--- config.mk ---
export PLATFORM = sky130hd
export DESIGN_NAME = fwrs_ctrl
export DESIGN_NICKNAME = d
export VERILOG_FILES = /design/src/fwrs_pkg.sv /design/src/fwrs_ctrl.sv
export SDC_FILE = /design/constraint.sdc
export NUM_CORES = 1
export LEC_CHECK = 0
export BUFFER_PORTS_ARGS = -buffer_cell sky130_fd_sc_hd__buf_2
export CORE_MARGIN = 2
export CORE_UTILIZATION = 30
export DETAILED_ROUTE_END_ITERATION = 10
export PLACE_DENSITY_LB_ADDON = 0.08
export SETUP_SLACK_MARGIN = 0.1
export SLEW_MARGIN = 15
export SYNTH_ARGS = -nofsm -noshare
export SYNTH_HDL_FRONTEND = slang
export SYNTH_SLANG_ARGS = --single-unit
--- constraint.sdc ---
create_clock -name clk -period 4.3 [get_ports clk]
set_input_delay 0.215 -clock clk [delete_from_list [all_inputs] [get_ports clk]]
set_output_delay 0.215 -clock clk [all_outputs]
set_load 0.1 [all_outputs]
--- src/fwrs_pkg.sv ---
// Package for the fractional-window running sum.
// Holds default sizes, register codes and the stage control word.
// No dependencies.
package fwrs_pkg;

  // Default sizes for the top-level parameters.
  localparam int MAX_WINDOW_DEF  = 256;
  localparam int SAMPLE_BITS_DEF = 24;

  // Configuration register widths.
  localparam int WHOLE_BITS    = 9;
  localparam int FRAC_BITS     = 16;
  localparam int CFG_DATA_BITS = 16;
  localparam int CFG_IDX_BITS  = 1;

  // Configuration register indexes.
  typedef enum logic [CFG_IDX_BITS-1:0] {
    REG_WINDOW_WHOLE = 1'b0,
    REG_WINDOW_FRAC  = 1'b1
  } fwrs_reg_t;

  // Control word handed from the address stage to the accumulate stage.
  typedef struct packed {
    logic valid;     // a word occupies the stage
    logic emit;      // the word yields a result
    logic last;      // the word closes its column
    logic self_old;  // the leaving sample is the word itself (window of one)
  } fwrs_ctl_t;

endpackage

--- src/fwrs_ctrl.sv ---
// Configuration registers, fill count and delay-line addressing.
// Depends on fwrs_pkg.
module fwrs_ctrl #(
  parameter int MAX_WINDOW = fwrs_pkg::MAX_WINDOW_DEF
) (
  input  logic                                clk,
  input  logic                                rst,
  input  logic                                cfg_we,
  input  logic [fwrs_pkg::CFG_IDX_BITS-1:0]   cfg_index,
  input  logic [fwrs_pkg::CFG_DATA_BITS-1:0]  cfg_data,
  input  logic                                accept,
  input  logic                                column_end,
  output logic [fwrs_pkg::FRAC_BITS-1:0]      window_frac,
  output fwrs_pkg::fwrs_ctl_t                 ctl,
  output logic [$clog2(MAX_WINDOW)-1:0]       wr_addr,
  output logic [$clog2(MAX_WINDOW)-1:0]       rd_addr
);

  localparam int ADDR_BITS = $clog2(MAX_WINDOW);
  localparam int CNT_BITS  = $clog2(MAX_WINDOW + 1);
  localparam int MOD_BITS  = CNT_BITS + 1;

  logic [fwrs_pkg::WHOLE_BITS-1:0] window_whole;
  logic [CNT_BITS-1:0]             fill_count;
  logic [ADDR_BITS-1:0]            write_slot;

  logic [CNT_BITS-1:0]  eff_whole;
  logic [CNT_BITS-1:0]  back;
  logic [CNT_BITS-1:0]  fill_inc;
  logic                 emit;
  logic [MOD_BITS-1:0]  old_raw;
  logic [MOD_BITS-1:0]  old_wrap;
  logic [ADDR_BITS-1:0] write_slot_next;

  // Whole window length, with zero read as one and clamped to the memory depth.
  always_comb begin
    if (window_whole == '0) begin
      eff_whole = CNT_BITS'(1);
    end else if (32'(window_whole) > 32'(MAX_WINDOW)) begin
      eff_whole = CNT_BITS'(MAX_WINDOW);
    end else begin
      eff_whole = CNT_BITS'(window_whole);
    end
  end

  assign back     = eff_whole - CNT_BITS'(1);
  assign fill_inc = fill_count + CNT_BITS'(1);
  assign emit     = (fill_inc >= eff_whole);

  // Slot of the sample that leaves the window, modulo the memory depth.
  assign old_raw  = MOD_BITS'(write_slot) + MOD_BITS'(MAX_WINDOW) - MOD_BITS'(back);
  assign old_wrap = (old_raw >= MOD_BITS'(MAX_WINDOW)) ?
                    (old_raw - MOD_BITS'(MAX_WINDOW)) : old_raw;

  assign write_slot_next = (32'(write_slot) == MAX_WINDOW - 1) ?
                           '0 : (write_slot + ADDR_BITS'(1));

  assign wr_addr = write_slot;
  assign rd_addr = old_wrap[ADDR_BITS-1:0];

  // Control word for the accepted sample.
  assign ctl.valid    = accept;
  assign ctl.emit     = emit;
  assign ctl.last     = column_end;
  assign ctl.self_old = (back == '0);

  // Registers, count and write pointer.
  always_ff @(posedge clk) begin
    if (rst) begin
      window_whole <= fwrs_pkg::WHOLE_BITS'(1);
      window_frac  <= '0;
      fill_count   <= '0;
      write_slot   <= '0;
    end else if (cfg_we) begin
      unique case (fwrs_pkg::fwrs_reg_t'(cfg_index))
        fwrs_pkg::REG_WINDOW_WHOLE: window_whole <= cfg_data[fwrs_pkg::WHOLE_BITS-1:0];
        fwrs_pkg::REG_WINDOW_FRAC:  window_frac  <= cfg_data[fwrs_pkg::FRAC_BITS-1:0];
        default: ;
      endcase
      fill_count <= '0;
    end else if (accept) begin
      if (column_end) begin
        fill_count <= '0;
      end else if (emit) begin
        fill_count <= back;
      end else begin
        fill_count <= fill_inc;
      end
      write_slot <= write_slot_next;
    end
  end

endmodule

==> reports/metrics.yaml <==
run_status:
  status: "finished clean"
die:
  initial_core_util_pct: 31.0
  ios: 58
  die_h_microns: 96.4
  coreArea_sq_um: 8260
  dieWidth_microns: 96.4
  dieArea_sq_um: 9290
  num_rows: 33
setup_path:
  path_class: "reg -> out"
  crit_arrival_ps: 3800
  worstSetupStartpoint: "window_whole[1]$_SDFFE_PP0P_"
  reg2reg_depth: 14
  rrSetupSlack_ps: 1380
  rr_endpoint: "fill_count[2]$_SDFFE_PP0P_"
  r2r_start: "window_whole[1]$_SDFFE_PP0P_"
  critPathCapture: "rd_addr[6]"
  cp-start-kind: "flop"
  cp.required_ps: 4090
  worst-path-max-fanout: 6
  cp-end-kind: "primary output"
cells_and_area:
  final_core_util_pct: 37.3
  nets: 420
  drive_gt1_share_pct: 22.3
  areaGrowthSynthToFinish_pct: 20.4
  antennaDiodeCount: 0
  final_cell_mix: "nand2_1 (73), buf_2 (55), dfxtp_1 (42), a21oi_1 (31), nor2_1 (24)"
  n_fill_cell: 908
  final_common_cell: "nand2_1"
clocking:
  clock_latency_ps: 300
  h-tree-depth: 2
  clkSinkCount: 42
  cts_made_buffers: 5
  path_clk_slew_ps: 90
  cts-root-buf: "clkbuf_8"
  clockBufferDepth: 2
  cts_tree: "done"
route:
  via_per_inst: 4.87
  route.detailed.drc: 0
  drtIter0Drc: 122
  wirelength_microns: 6670
  vias: 2366
  firstDrtPassIters: 4
  routedWlPerCell_microns: 13.7
  drtAntennaViolNets: 0
timing:
  rsz0062_at_grt: "false"
  drv_slew: 0
  fmax_ghz: 0.249
  min_period_ps: 4020
  worstMarginPinSlew_ps: 1000
  setup_violations: 0
  min_period_over_period_pct: 93.4
  finalHoldViolCount: 0
  relSlewSlack_pct: 32.7
  setup_tns_ps: 0
  skew_ps: 7.00
yosys:
  synth-edff-count: 0
  async_flop_share_pct: 0
  ys_ff_latch: 42
  synth_cell_types: 47
  yosysSeqAreaShare_pct: 32.8
  syn_area_per_cell_sq_um: 7.73
  syn_inst: 331
  ys.flop_type: "dfxtp_1"
  synth_area_sq_um: 2560
  yosys_warnings: 0
  synth_nets: 370
global_route:
  grt_max_degree: 34
  grt_pass1_vias: 2194
  grt_overflow: 0
  antenna_found_initial: 0
  grt_usage_pct: 15.4
  grt_pass1_wl_microns: 11100
placed_design:
  hpwlAfterDp_microns: 5070
  routabilityCongestion: 0.878
  port_buffers: 57
power_and_ir_drop:
  p_leak_uw: 0.00132
  peakVddDrop_mv: 0.125
  powerDensity_nw_per_um2: 396
flow_run:
  drv_cap: 0
hold_path:
  min_path_type: "in -> reg"
==> report_power, final <==
part	leakage (uW)	total, uW	internal [uW]	switching, uW
sequential	0.000342	416	402	13.5
combinational	0.000945	541	132	409
clock	0.0000362	264	111	153
==> cell usage after synthesis (2+ instances only) <==
cell type,count,area (sq um)
nor2b_1,2,12.5
o22ai_1,3,18.8
o21a_1,4,30.0
inv_1,11,41.3
nand4_1,2,12.5
xnor2_1,13,114
nand2_1,73,274
dfxtp_1,42,841
o21bai_1,2,15.0
o311ai_0,3,26.3
o21ai_0,2,10.0
and2_1,2,12.5
nor4_1,3,18.8
clkbuf_1,14,52.6
and3_1,3,18.8
ha_1,16,200
maj3_2,3,33.8
xor2_1,11,96.3
or3_1,5,31.3
o31ai_1,2,15.0
a21oi_1,31,155
a31oi_1,2,12.5
nor2_1,25,93.8
mux2i_1,3,30.0
a31o_2,2,17.5
nand2b_1,8,50.1
nor3_1,5,25.0
o211ai_1,4,30.0
buf_4,4,30.0
a21o_1,4,30.0
nand3_1,10,50.1
a211oi_1,2,15.0
==> critical path: stages (launching register included) <==
cell      delay [ps]
dfxtp_1          380
nor4_4           320
nand2b_1         130
nor4_1           210
nor2_1           110
nor2_2           150
ha_1             140
inv_1             80
fa_1             450
a21o_1           210
maj3_2           310
maj3_2           300
maj3_2           330
xor2_2           180
buf_12           200
==> sequential cells by signal, indices dropped and copies added, names as in the netlist <==
register / flops
window_frac: 16
window_whole: 9
fill_count: 9
wr_addr: 8
==> per-layer routing <==
layer	GRT usage, %	vias up	wire length [microns]
met5	0	-	0
met4	4.81	0	80
met3	3.03	6	319
met2	23.6	56	2990
met1	21.9	1075	3280
li1	-	1229	-
==> logic make-up after synthesis <==
group           count (synthesis)  synth area share (%)
xor+xnor                       25                  8.85
buf+inv                        31                  5.18
compound gates                 67                  16.9
mux                             3                  1.17
fa+ha+maj                      20                  9.92
simple gates                  143                  25.1
flops                          42                  32.8
==> timing repair <==
action	4_1_cts	5_1_grt
endpoints found under the setup margin	3	3
hold buffers	0	0
gates cloned	0	0
pin swaps	0	1
setup buffers	0	1
gates resized for setup	6	5
==> stage by stage <==
stage | cell area, sq um | setup slack [ps] | power, uW | std cells | hold WS (ps)
CTS | 3060 | 138 | 1220 | 485 | 130
floorplan | 2580 | 7.20 | 862 | 331 | 339
detailed placement | 2950 | 195 | 947 | 478 | 447
global placement | 2950 | 343 | 945 | 478 | 441
finish | 3080 | 284 | 1220 | 486 | 133
global route | 3080 | 82.8 | 1290 | 486 | 129
==> worst min path at each step <==
stage                                      start                      endpoint  slack, ps  cells past startpoint
floorplan                            cfg_data[0]  window_whole[0]$_SDFFE_PP1P_        340                      2
global placement    window_frac[12]$_SDFFE_PP0P_  window_frac[12]$_SDFFE_PP0P_        440                      2
detailed placement  window_frac[12]$_SDFFE_PP0P_  window_frac[12]$_SDFFE_PP0P_        450                      2
CTS                                 cfg_data[14]  window_frac[14]$_SDFFE_PP0P_        130                      3
global route                        cfg_data[14]  window_frac[14]$_SDFFE_PP0P_        130                      3
finish                              cfg_data[12]  window_frac[12]$_SDFFE_PP0P_        130                      3
==> final cells by class <==
type	instances	area (sq um)	area share (%)
Inverter	12	45.0	1.46
Timing Repair Buffer	62	344	11.2
Tap cell	105	131	4.26
Clock buffer	5	68.8	2.23
Multi-Input combinational cell	258	1640	53.1
Clock inverter	2	15.0	0.487
Sequential cell	42	841	27.3
(Power assumes the default switching activity.)
