$ cat src/fwrs_pkg.sv
// Package for the fractional-window running sum.
// Holds default sizes, register codes and the stage control word.
// No dependencies.
package fwrs_pkg;

  // Default sizes for the top-level parameters.
  localparam int MAX_WINDOW_DEF  = 256;
  localparam int SAMPLE_BITS_DEF = 24;

  // Configuration register widths.
  localparam int WHOLE_BITS    = 9;
  localparam int FRAC_BITS     = 16;
  localparam int CFG_DATA_BITS = 16;
  localparam int CFG_IDX_BITS  = 1;

  // Configuration register indexes.
  typedef enum logic [CFG_IDX_BITS-1:0] {
    REG_WINDOW_WHOLE = 1'b0,
    REG_WINDOW_FRAC  = 1'b1
  } fwrs_reg_t;

  // Control word handed from the address stage to the accumulate stage.
  typedef struct packed {
    logic valid;     // a word occupies the stage
    logic emit;      // the word yields a result
    logic last;      // the word closes its column
    logic self_old;  // the leaving sample is the word itself (window of one)
  } fwrs_ctl_t;

endpackage

$ cat src/fwrs_accum.sv
// Accumulate stage: fractional product, running total and output register.
// Depends on fwrs_pkg.
module fwrs_accum #(
  parameter int SAMPLE_BITS = fwrs_pkg::SAMPLE_BITS_DEF,
  parameter int SUM_BITS    = 33,
  parameter int DATA_BITS   = 40
) (
  input  logic                              clk,
  input  logic                              rst,
  input  logic                              clear,
  input  fwrs_pkg::fwrs_ctl_t               in_ctl,
  input  logic signed [SAMPLE_BITS-1:0]     sample,
  input  logic [fwrs_pkg::FRAC_BITS-1:0]    window_frac,
  input  logic [SAMPLE_BITS-1:0]            old_sample,
  output logic                              en,
  output logic                              m_tvalid,
  input  logic                              m_tready,
  output logic [DATA_BITS-1:0]              m_tdata,
  output logic                              m_tlast
);

  localparam int FB = fwrs_pkg::FRAC_BITS;

  logic signed [SAMPLE_BITS+FB:0] prod;
  logic signed [SAMPLE_BITS:0]    frac_q;

  fwrs_pkg::fwrs_ctl_t         s1;
  logic signed [SAMPLE_BITS-1:0] s1_sample;
  logic signed [SAMPLE_BITS:0]   s1_frac;

  logic signed [SUM_BITS-1:0] total;
  logic signed [SUM_BITS-1:0] total_next;
  logic signed [SUM_BITS-1:0] sum;
  logic signed [SUM_BITS-1:0] res;
  logic signed [SUM_BITS-1:0] old_ext;
  logic [SAMPLE_BITS-1:0]     old_val;
  logic signed [SUM_BITS-1:0] m_sum;

  // Fractional weight of the incoming sample, floored by the arithmetic shift.
  assign prod   = sample * $signed({1'b0, window_frac});
  assign frac_q = prod[SAMPLE_BITS+FB:FB];

  // The stage moves unless it holds a result that the full output cannot take.
  assign en = !m_tvalid || m_tready || !(s1.valid && s1.emit);

  // Window of one: the leaving sample is the one just stored, so forward it.
  assign old_val = s1.self_old ? s1_sample : old_sample;
  assign old_ext = {{(SUM_BITS-SAMPLE_BITS){old_val[SAMPLE_BITS-1]}}, old_val};

  assign sum = total + {{(SUM_BITS-SAMPLE_BITS){s1_sample[SAMPLE_BITS-1]}}, s1_sample};
  assign res = sum + {{(SUM_BITS-SAMPLE_BITS-1){s1_frac[SAMPLE_BITS]}}, s1_frac};

  // Total after this word: clear at column end, drop the oldest on a result.
  always_comb begin
    if (s1.last) begin
      total_next = '0;
    end else if (s1.emit) begin
      total_next = sum - old_ext;
    end else begin
      total_next = sum;
    end
  end

  // Control and total.
  always_ff @(posedge clk) begin
    if (rst) begin
      s1       <= '0;
      total    <= '0;
      m_tvalid <= 1'b0;
    end else begin
      if (!clear && en && s1.valid && s1.emit) begin
        m_tvalid <= 1'b1;
      end else if (m_tready) begin
        m_tvalid <= 1'b0;
      end
      if (clear) begin
        total <= '0;
      end else if (en) begin
        s1 <= in_ctl;
        if (s1.valid) begin
          total <= total_next;
        end
      end
    end
  end

  // Payload registers.
  always_ff @(posedge clk) begin
    if (en) begin
      s1_sample <= sample;
      s1_frac   <= frac_q;
      if (s1.valid && s1.emit) begin
        m_sum   <= res;
        m_tlast <= s1.last;
      end
    end
  end

  assign m_tdata = DATA_BITS'($unsigned(m_sum));

endmodule

$ cat config.mk
export PLATFORM = sky130hd
export DESIGN_NAME = fwrs_accum
export DESIGN_NICKNAME = d
export VERILOG_FILES = /design/src/fwrs_pkg.sv /design/src/fwrs_accum.sv
export SDC_FILE = /design/constraint.sdc
export NUM_CORES = 1
export LEC_CHECK = 0
export ABC_AREA = 0
export ABC_CLOCK_PERIOD_IN_PS = 8500
export BUFFER_PORTS_ARGS = -buffer_cell sky130_fd_sc_hd__buf_2
export CAP_MARGIN = 20
export CORE_MARGIN = 2
export CORE_UTILIZATION = 36
export CTS_CLUSTER_DIAMETER = 30
export DETAILED_ROUTE_END_ITERATION = 12
export PLACE_DENSITY = 0.59
export SYNTH_ARGS = -nofsm -noshare
export SYNTH_HDL_FRONTEND = slang
export SYNTH_SLANG_ARGS = --single-unit
$ cat constraint.sdc
create_clock -name clk -period 8.5 [get_ports clk]
set_clock_uncertainty 0.2 [all_clocks]
set_input_delay 0.425 -clock clk [delete_from_list [all_inputs] [get_ports clk]]
set_output_delay 0.425 -clock clk [all_outputs]
set_load 0.005 [all_outputs]
==> results.yml, run 1 <==
setup_path:
  rrSetupSlack_ns: 2.43
  worstPathCellList: "buf_2 > nand2_1 > fa_1 > fa_1 > fa_1 > inv_1 > fa_1 > fa_1 > inv_1 > fa_1 > inv_1 > ha_1 > a21o_1 > a21o_1 > a2111oi_0 > o311ai_0 > a21oi_1 > o31ai_1 > a211oi_1 > nor2b_1 > o21ai_0 > a21oi_1"
  r2r_start: "s1_sample[0]"
  critPathTopFamily: "adder cells"
  endpoint: "s1_frac[21]"
  slowest_delay_ns: 0.57
  required_ns: 8.49
  critPathLaunch: "window_frac[3]"
  cp.arrival_ns: 7.06
  cpMostUsedCell: "fa_1"
  cp-start-kind: "input pin"
  cp.depth: 22
  crit_type: "input pin to flop"
  crit_slowest_cell: "a2111oi_0"
  r2r_end: "m_sum[32]"
  end_kind: "flop"
  rr_worst_depth: 19
  path_max_fanout: 24
  path_buf_inv: 4
clocking:
  cts_buffers: 17
  cts_resized: 0
  clock_latency_ns: 0.45
  cts_buffer_depth: 2
  hold_buffers: 2
  cts_tree: "yes"
  path_clk_slew_ns: 0.07
  post_cts_buffers: 0
  h-tree-depth: 4
  clock-sinks: 121
  cts-root-buf: "clkbuf_16"
drt:
  wl_per_cell_microns: 18.3
  drc: 0
  route.vias.total: 17275
  drtIter0Drc: 1197
  routed_wl_mm: 62.3
  vias_per_cell: 5.09
  drt_pass1_iterations: 6
  antenna_left: 0
yosys:
  ys.flop_type: "edfxtp_1"
  syn_inst: 2491
  synth_cell_types: 72
  synth_area_sq_um: 22500
  async_flop_share_pct: 0
  yosys_warnings: 0
  avgSynthCellArea_sq_um: 9.04
  yosysSeqAreaShare_pct: 14.5
  synth_edf_count: 83
  ys_seq_elements: 121
global_route:
  grt_max_degree: 52
  grt-ovfl-total: 0
  antenna_found_initial: 0
  grt_pass1_wl_mm: 98.8
  first_global_vias: 17969
  grt_use_total_pct: 19.8
timing:
  slew_headroom_pct: 29.7
  fin_crit_ns: 7.07
  fin_setup_tns_ns: 0
  fin_crit_sh_pct: 83.2
  timing.final.hold_violations: 0
  slew_viol_final: 0
  grt_setup_unrepaired: "false"
  fmax_mhz: 141
  setup_violations: 0
  worst_pin_slew_ns: 1.05
power_and_ir_drop:
  seqPwrFrac_pct: 11.4
  power.total_uw: 11500
  intPower_uw: 5820
  power_per_cell_area_nw_per_um2: 468
  peakVddDrop_mv: 0.458
  switching_power_uw: 5630
  p_leak_uw: 0.0118
  combPwrFrac_pct: 81.6
  power_frac_clock_pct: 7.0
  swShare_pct: 49.2
hold_path:
  hold_path_class: "input pin to flop"
layout:
  seqCellArea_sq_um: 3250
  mostFrequentLayoutCells: "inv_1, fa_1, nand2_1, ha_1, and2_1"
  fin_nets: 3192
  nFillCells: 6234
  syn_to_final_growth_pct: 8.86
  antenna_cells: 0
  multi_input_area_sq_um: 17200
  post-route-util_pct: 39.7
  final_common_cell: "inv_1"
  drive_gt1_share_pct: 6.56
run:
  drv_cap: 0
floorplan:
  design.core.area_sq_um: 61700
  pin_count: 115
  fp.dieH_microns: 254
  die_w_microns: 254
  dieArea_sq_um: 64500
  fp-row-count: 91
  start_util_pct: 36.5
placed_design:
  place.gp.congestion: 0.886
  dp_hpwl_mm: 50.9
  portBuffers: 107
status:
  status: "complete, no violations"
==> worst reg2reg max path, cell delays in order, from the launching register on <==
cell and delay (ns):
edfxtp_1 0.43, ha_1 0.28, fa_1 0.44, a211oi_1 0.22, nor2_1 0.11, o31ai_1 0.42, a21boi_0 0.26, a31oi_1 0.32
o21ai_0 0.15, xor2_1 0.37, ha_1 0.36, a21o_1 0.22, a2111oi_4 0.33, a31oi_1 0.24, a2111o_1 0.42, a31o_2 0.26
a311o_1 0.37, a21oi_2 0.15, xor2_1 0.18, xnor2_1 0.08
==> how the worst min path moves through the flow <==
stage | from | cells past startpoint | end
floorplan | total[16] | 2 | total[16]
global placement | total[28] | 1 | total[28]
detailed placement | total[20] | 2 | total[20]
CTS | rst | 2 | s1[1]
global route | rst | 2 | s1[0]
finish | rst | 2 | s1[1]
==> layer usage <==
layer	wire length, microns	part of all wire, %	vias up	GRT usage, %
li1	-	-	8048	-
met5	0	0	-	0
met2	27900	45	495	31.5
met3	4010	6.4	60	3.18
met1	29300	47	8672	28.4
met4	1070	1.7	0	4.40
==> sequential cells by signal, summed over array words and instances, names as in the netlist <==
signal     cells
s1_frac       25
total         33
s1_sample     24
m_sum         33
m_tlast        1
s1             4
m_tvalid       1
==> power by group through the flow <==
stage / registers, uW / clock network [uW] / logic [uW]
3_5_place_dp: 1320 / 0 / 9320
3_3_place_gp: 1320 / 0 / 9050
4_1_cts: 1310 / 819 / 9370
5_1_grt: 1320 / 840 / 10700
2_1_floorplan: 1300 / 0 / 7210
6_report: 1310 / 797 / 9350
==> metrics by stage <==
stage / instance area, sq um / instances / hold WS [ns] / worst slack [ns]
after floorplan: 22500 / 2497 / 0.229 / 1.95
after global placement: 23800 / 3362 / 0.247 / 1.16
after detailed placement: 23800 / 3362 / 0.253 / 1.04
after CTS: 24500 / 3396 / 0.00445 / 1.53
after global routing: 24500 / 3397 / 0.0275 / 0.940
final: 24500 / 3397 / 0.0320 / 1.43
==> synthesized netlist by cell type, drive strengths merged (38+ instances only) <==
master,count,share of area [%]
o21ai,74,1.7
clkbuf,75,1.3
a21oi,125,2.8
a21o,47,1.6
fa,378,34
xnor2,81,3.2
inv,471,7.9
ha,195,11
nor2,106,1.8
dfxtp,38,3.4
edfxtp,83,11
and2,150,4.2
nand2,329,5.5
==> final cells by class <==
type | count | area share [%]
clock buffer | 17 | 1.74
clock inverter | 15 | 0.822
inverter | 472 | 7.23
multi-input combinational | 1817 | 70.0
sequential | 121 | 13.3
tap | 837 | 4.27
timing repair buffer | 118 | 2.62
==> kinds of logic after synthesis <==
logic type | synth area share [%]
other | 0.0167
and+or+nand+nor | 14.6
adders and majority gates | 44.5
xor gates and xnor gates | 4.40
buffers and inverters | 9.44
muxes | 1.40
DFF | 14.5
AOI/OAI and AO/OA | 11.2
Note: power is estimated with default switching activity, not from simulation.
==> run 2: changes to the inputs <==
--- a/config.mk
+++ b/config.mk
@@ -6,14 +6,14 @@
 export NUM_CORES = 1
 export LEC_CHECK = 0
 export ABC_AREA = 0
-export ABC_CLOCK_PERIOD_IN_PS = 8500
+export ABC_CLOCK_PERIOD_IN_PS = 6200
 export BUFFER_PORTS_ARGS = -buffer_cell sky130_fd_sc_hd__buf_2
 export CAP_MARGIN = 20
 export CORE_MARGIN = 2
 export CORE_UTILIZATION = 36
 export CTS_CLUSTER_DIAMETER = 30
 export DETAILED_ROUTE_END_ITERATION = 12
-export PLACE_DENSITY = 0.59
+export PLACE_DENSITY = 0.6
 export SYNTH_ARGS = -nofsm -noshare
 export SYNTH_HDL_FRONTEND = slang
 export SYNTH_SLANG_ARGS = --single-unit
==> constraint.sdc (replaced) <==
create_clock -name clk -period 6.2 [get_ports clk]
set_clock_uncertainty 0.2 [all_clocks]
set_input_delay 0.31 -clock clk [delete_from_list [all_inputs] [get_ports clk]]
set_output_delay 0.31 -clock clk [all_outputs]
set_load 0.005 [all_outputs]
==> run 2 against run 1 <==
Non-clock buffer count is 178 higher. Setup slack worse by 1.3 ns. Wire length is 1.8% lower. Register-to-register slack worse by 2.1 ns. Utilization is 2.6 points higher. Flip-flop and latch count stayed put. Sequential share of layout area is 0.81 points lower. Design area is 6.5% higher. Critical path depth is 2 lower. Count of clock-buffer cells in the layout stayed put. Final cell count is 5.2% higher.
==> results.yml, run 2 (synthesis results as in run 1) <==
drt:
  vias_per_cell: 4.98
  wl_per_cell_microns: 17.1
  route.vias.total: 17808
  antenna_left: 0
  wl_met1_mm: 28.9
  wl_met3_mm: 3.50
  top_layer_used: "met4"
  drtIter0Drc: 1126
  drc: 0
  drt_pass1_iterations: 5
  wl_met2_mm: 27.4
  routed_wl_mm: 61.2
run:
  drv_cap: 0
floorplan:
  fp-row-count: 91
  start_util_pct: 36.5
  design.core.area_sq_um: 61700
  fp.dieH_microns: 254
  pin_count: 115
  die_w_microns: 254
  dieArea_sq_um: 64500
layout:
  final_common_cell: "inv_1"
  mostFrequentLayoutCells: "inv_1, fa_1, nand2_1, ha_1, buf_4"
  seqCellArea_sq_um: 3250
  syn_to_final_growth_pct: 15.9
  design_area_sq_um: 26100
  antenna_cells: 0
  drive_gt1_share_pct: 13.7
  nFillCells: 6111
  multi_input_area_sq_um: 17300
  fin_nets: 3370
  top_regs: "m_sum x33, total x33, s1_frac x25"
timing:
  slew_viol_final: 0
  worst_pin_slew_ns: 1.00
  fmax_mhz: 166
  fin_crit_sh_pct: 97.4
  fin_crit_ns: 6.04
  setup_violations: 0
  fin_setup_tns_ns: 0
  slew_headroom_pct: 31.2
  timing.final.hold_violations: 0
setup_path:
  r2r_end: "m_sum[32]"
  endpoint: "s1_frac[24]"
  cp.arrival_ns: 6.02
  end_kind: "flop"
  rr_worst_depth: 19
  rrSetupSlack_ns: 0.32
  crit_type: "input pin to flop"
  cp-start-kind: "input pin"
  required_ns: 6.18
  path_max_fanout: 7
  r2r_start: "s1_sample[9]"
  critPathLaunch: "window_frac[13]"
placed_design:
  dpl_cell_area_sq_um: 25200
  dp_hpwl_mm: 51.7
  portBuffers: 107
  place.gp.congestion: 0.924
global_route:
  grt_use_total_pct: 19.4
  grt-ovfl-total: 0
  grt_pass1_wl_mm: 97.6
  grt_max_degree: 52
  antenna_found_initial: 0
  first_global_vias: 18548
clocking:
  cts-root-buf: "clkbuf_16"
  cts_buffers: 17
  path_clk_slew_ns: 0.06
  h-tree-depth: 4
  cts_buffer_depth: 2
  clock_latency_ns: 0.44
  clock-sinks: 121
  cts_tree: "yes"
status:
  status: "complete, no violations"
hold_path:
  hold_path_class: "input pin to flop"
==> run 2: cell count changes in the layout (fill, tap and decap cells not counted), moves of 4 or more <==
cell / previous run / this run
and2_1: 150 / 144
buf_2: 107 / 87
clkbuf_4: 0 / 5
dlygate4sd3_1: 2 / 6
buf_12: 0 / 6
buf_4: 8 / 182
and2_4: 0 / 6
fa_1: 378 / 372
fa_2: 0 / 6
buf_6: 0 / 9
inv_2: 1 / 6
inv_1: 470 / 465
==> run 2: per-layer routing <==
layer	vias to the layer above	global-route usage [%]
li1	8412	-
met1	8761	27.3
met2	555	31.1
met3	80	2.71
met4	0	5.31
met5	-	0
==> run 2: worst min-delay path by stage <==
| stage | from | cells after the start | end | slack, ns |
|---|---|---|---|---|
| floorplan | rst | 1 | s1[0] | 0.18 |
| global placement | total[28] | 1 | total[28] | 0.24 |
| detailed placement | total[28] | 1 | total[28] | 0.25 |
| CTS | m_tready | 4 | m_tvalid | 0.01 |
| global route | sample[7] | 2 | s1_sample[7] | 0.07 |
| finish | m_tready | 4 | m_tvalid | 0.04 |
==> run 2: critical path, stage by stage <==
cell,delay (ns)
buf_4,0.15
and2_4,0.15
fa_1,0.51
fa_1,0.59
fa_1,0.45
fa_1,0.52
fa_1,0.60
inv_2,0.06
fa_1,0.51
inv_2,0.05
ha_4,0.21
a21o_1,0.15
a21o_1,0.20
a2111oi_4,0.33
o311ai_2,0.13
a21oi_2,0.24
o31ai_4,0.13
a41o_1,0.29
o41ai_2,0.31
xnor2_1,0.12
==> run 2: final cells by class <==
type / instances / area share [%]
Tap cell: 837 / 4.01
Clock inverter: 15 / 0.489
Sequential cell: 121 / 12.5
Inverter: 472 / 6.79
Timing Repair Buffer: 296 / 8.23
Clock buffer: 17 / 1.63
Multi-Input combinational cell: 1817 / 66.4
==> run 2: through the flow <==
step                      util, %  cells  setup slack [ns]  hold slack (ns)
final                        42.3   3575             0.162           0.0369
after global routing         42.3   3575           -0.0461           0.0730
after CTS                    41.8   3569           -0.0123          0.00960
after detailed placement     40.8   3531            -0.473            0.252
after global placement       40.8   3531            -0.477            0.244
after floorplan                 -   2497            0.0113            0.179
==> run 2: what timing repair did <==
item | in CTS | in global routing
hold buffers | 6 | 0
hold endpoints to repair | 5 | 0
setup endpoints to repair | 1 | 20
pin swaps | 0 | 32
buffers inserted | 0 | 6
resized for setup | 0 | 78
Power of run 2 is left out: the tool's default activity adds up to more than one toggle a clock period on the data nets, which glitch-free logic cannot reach.
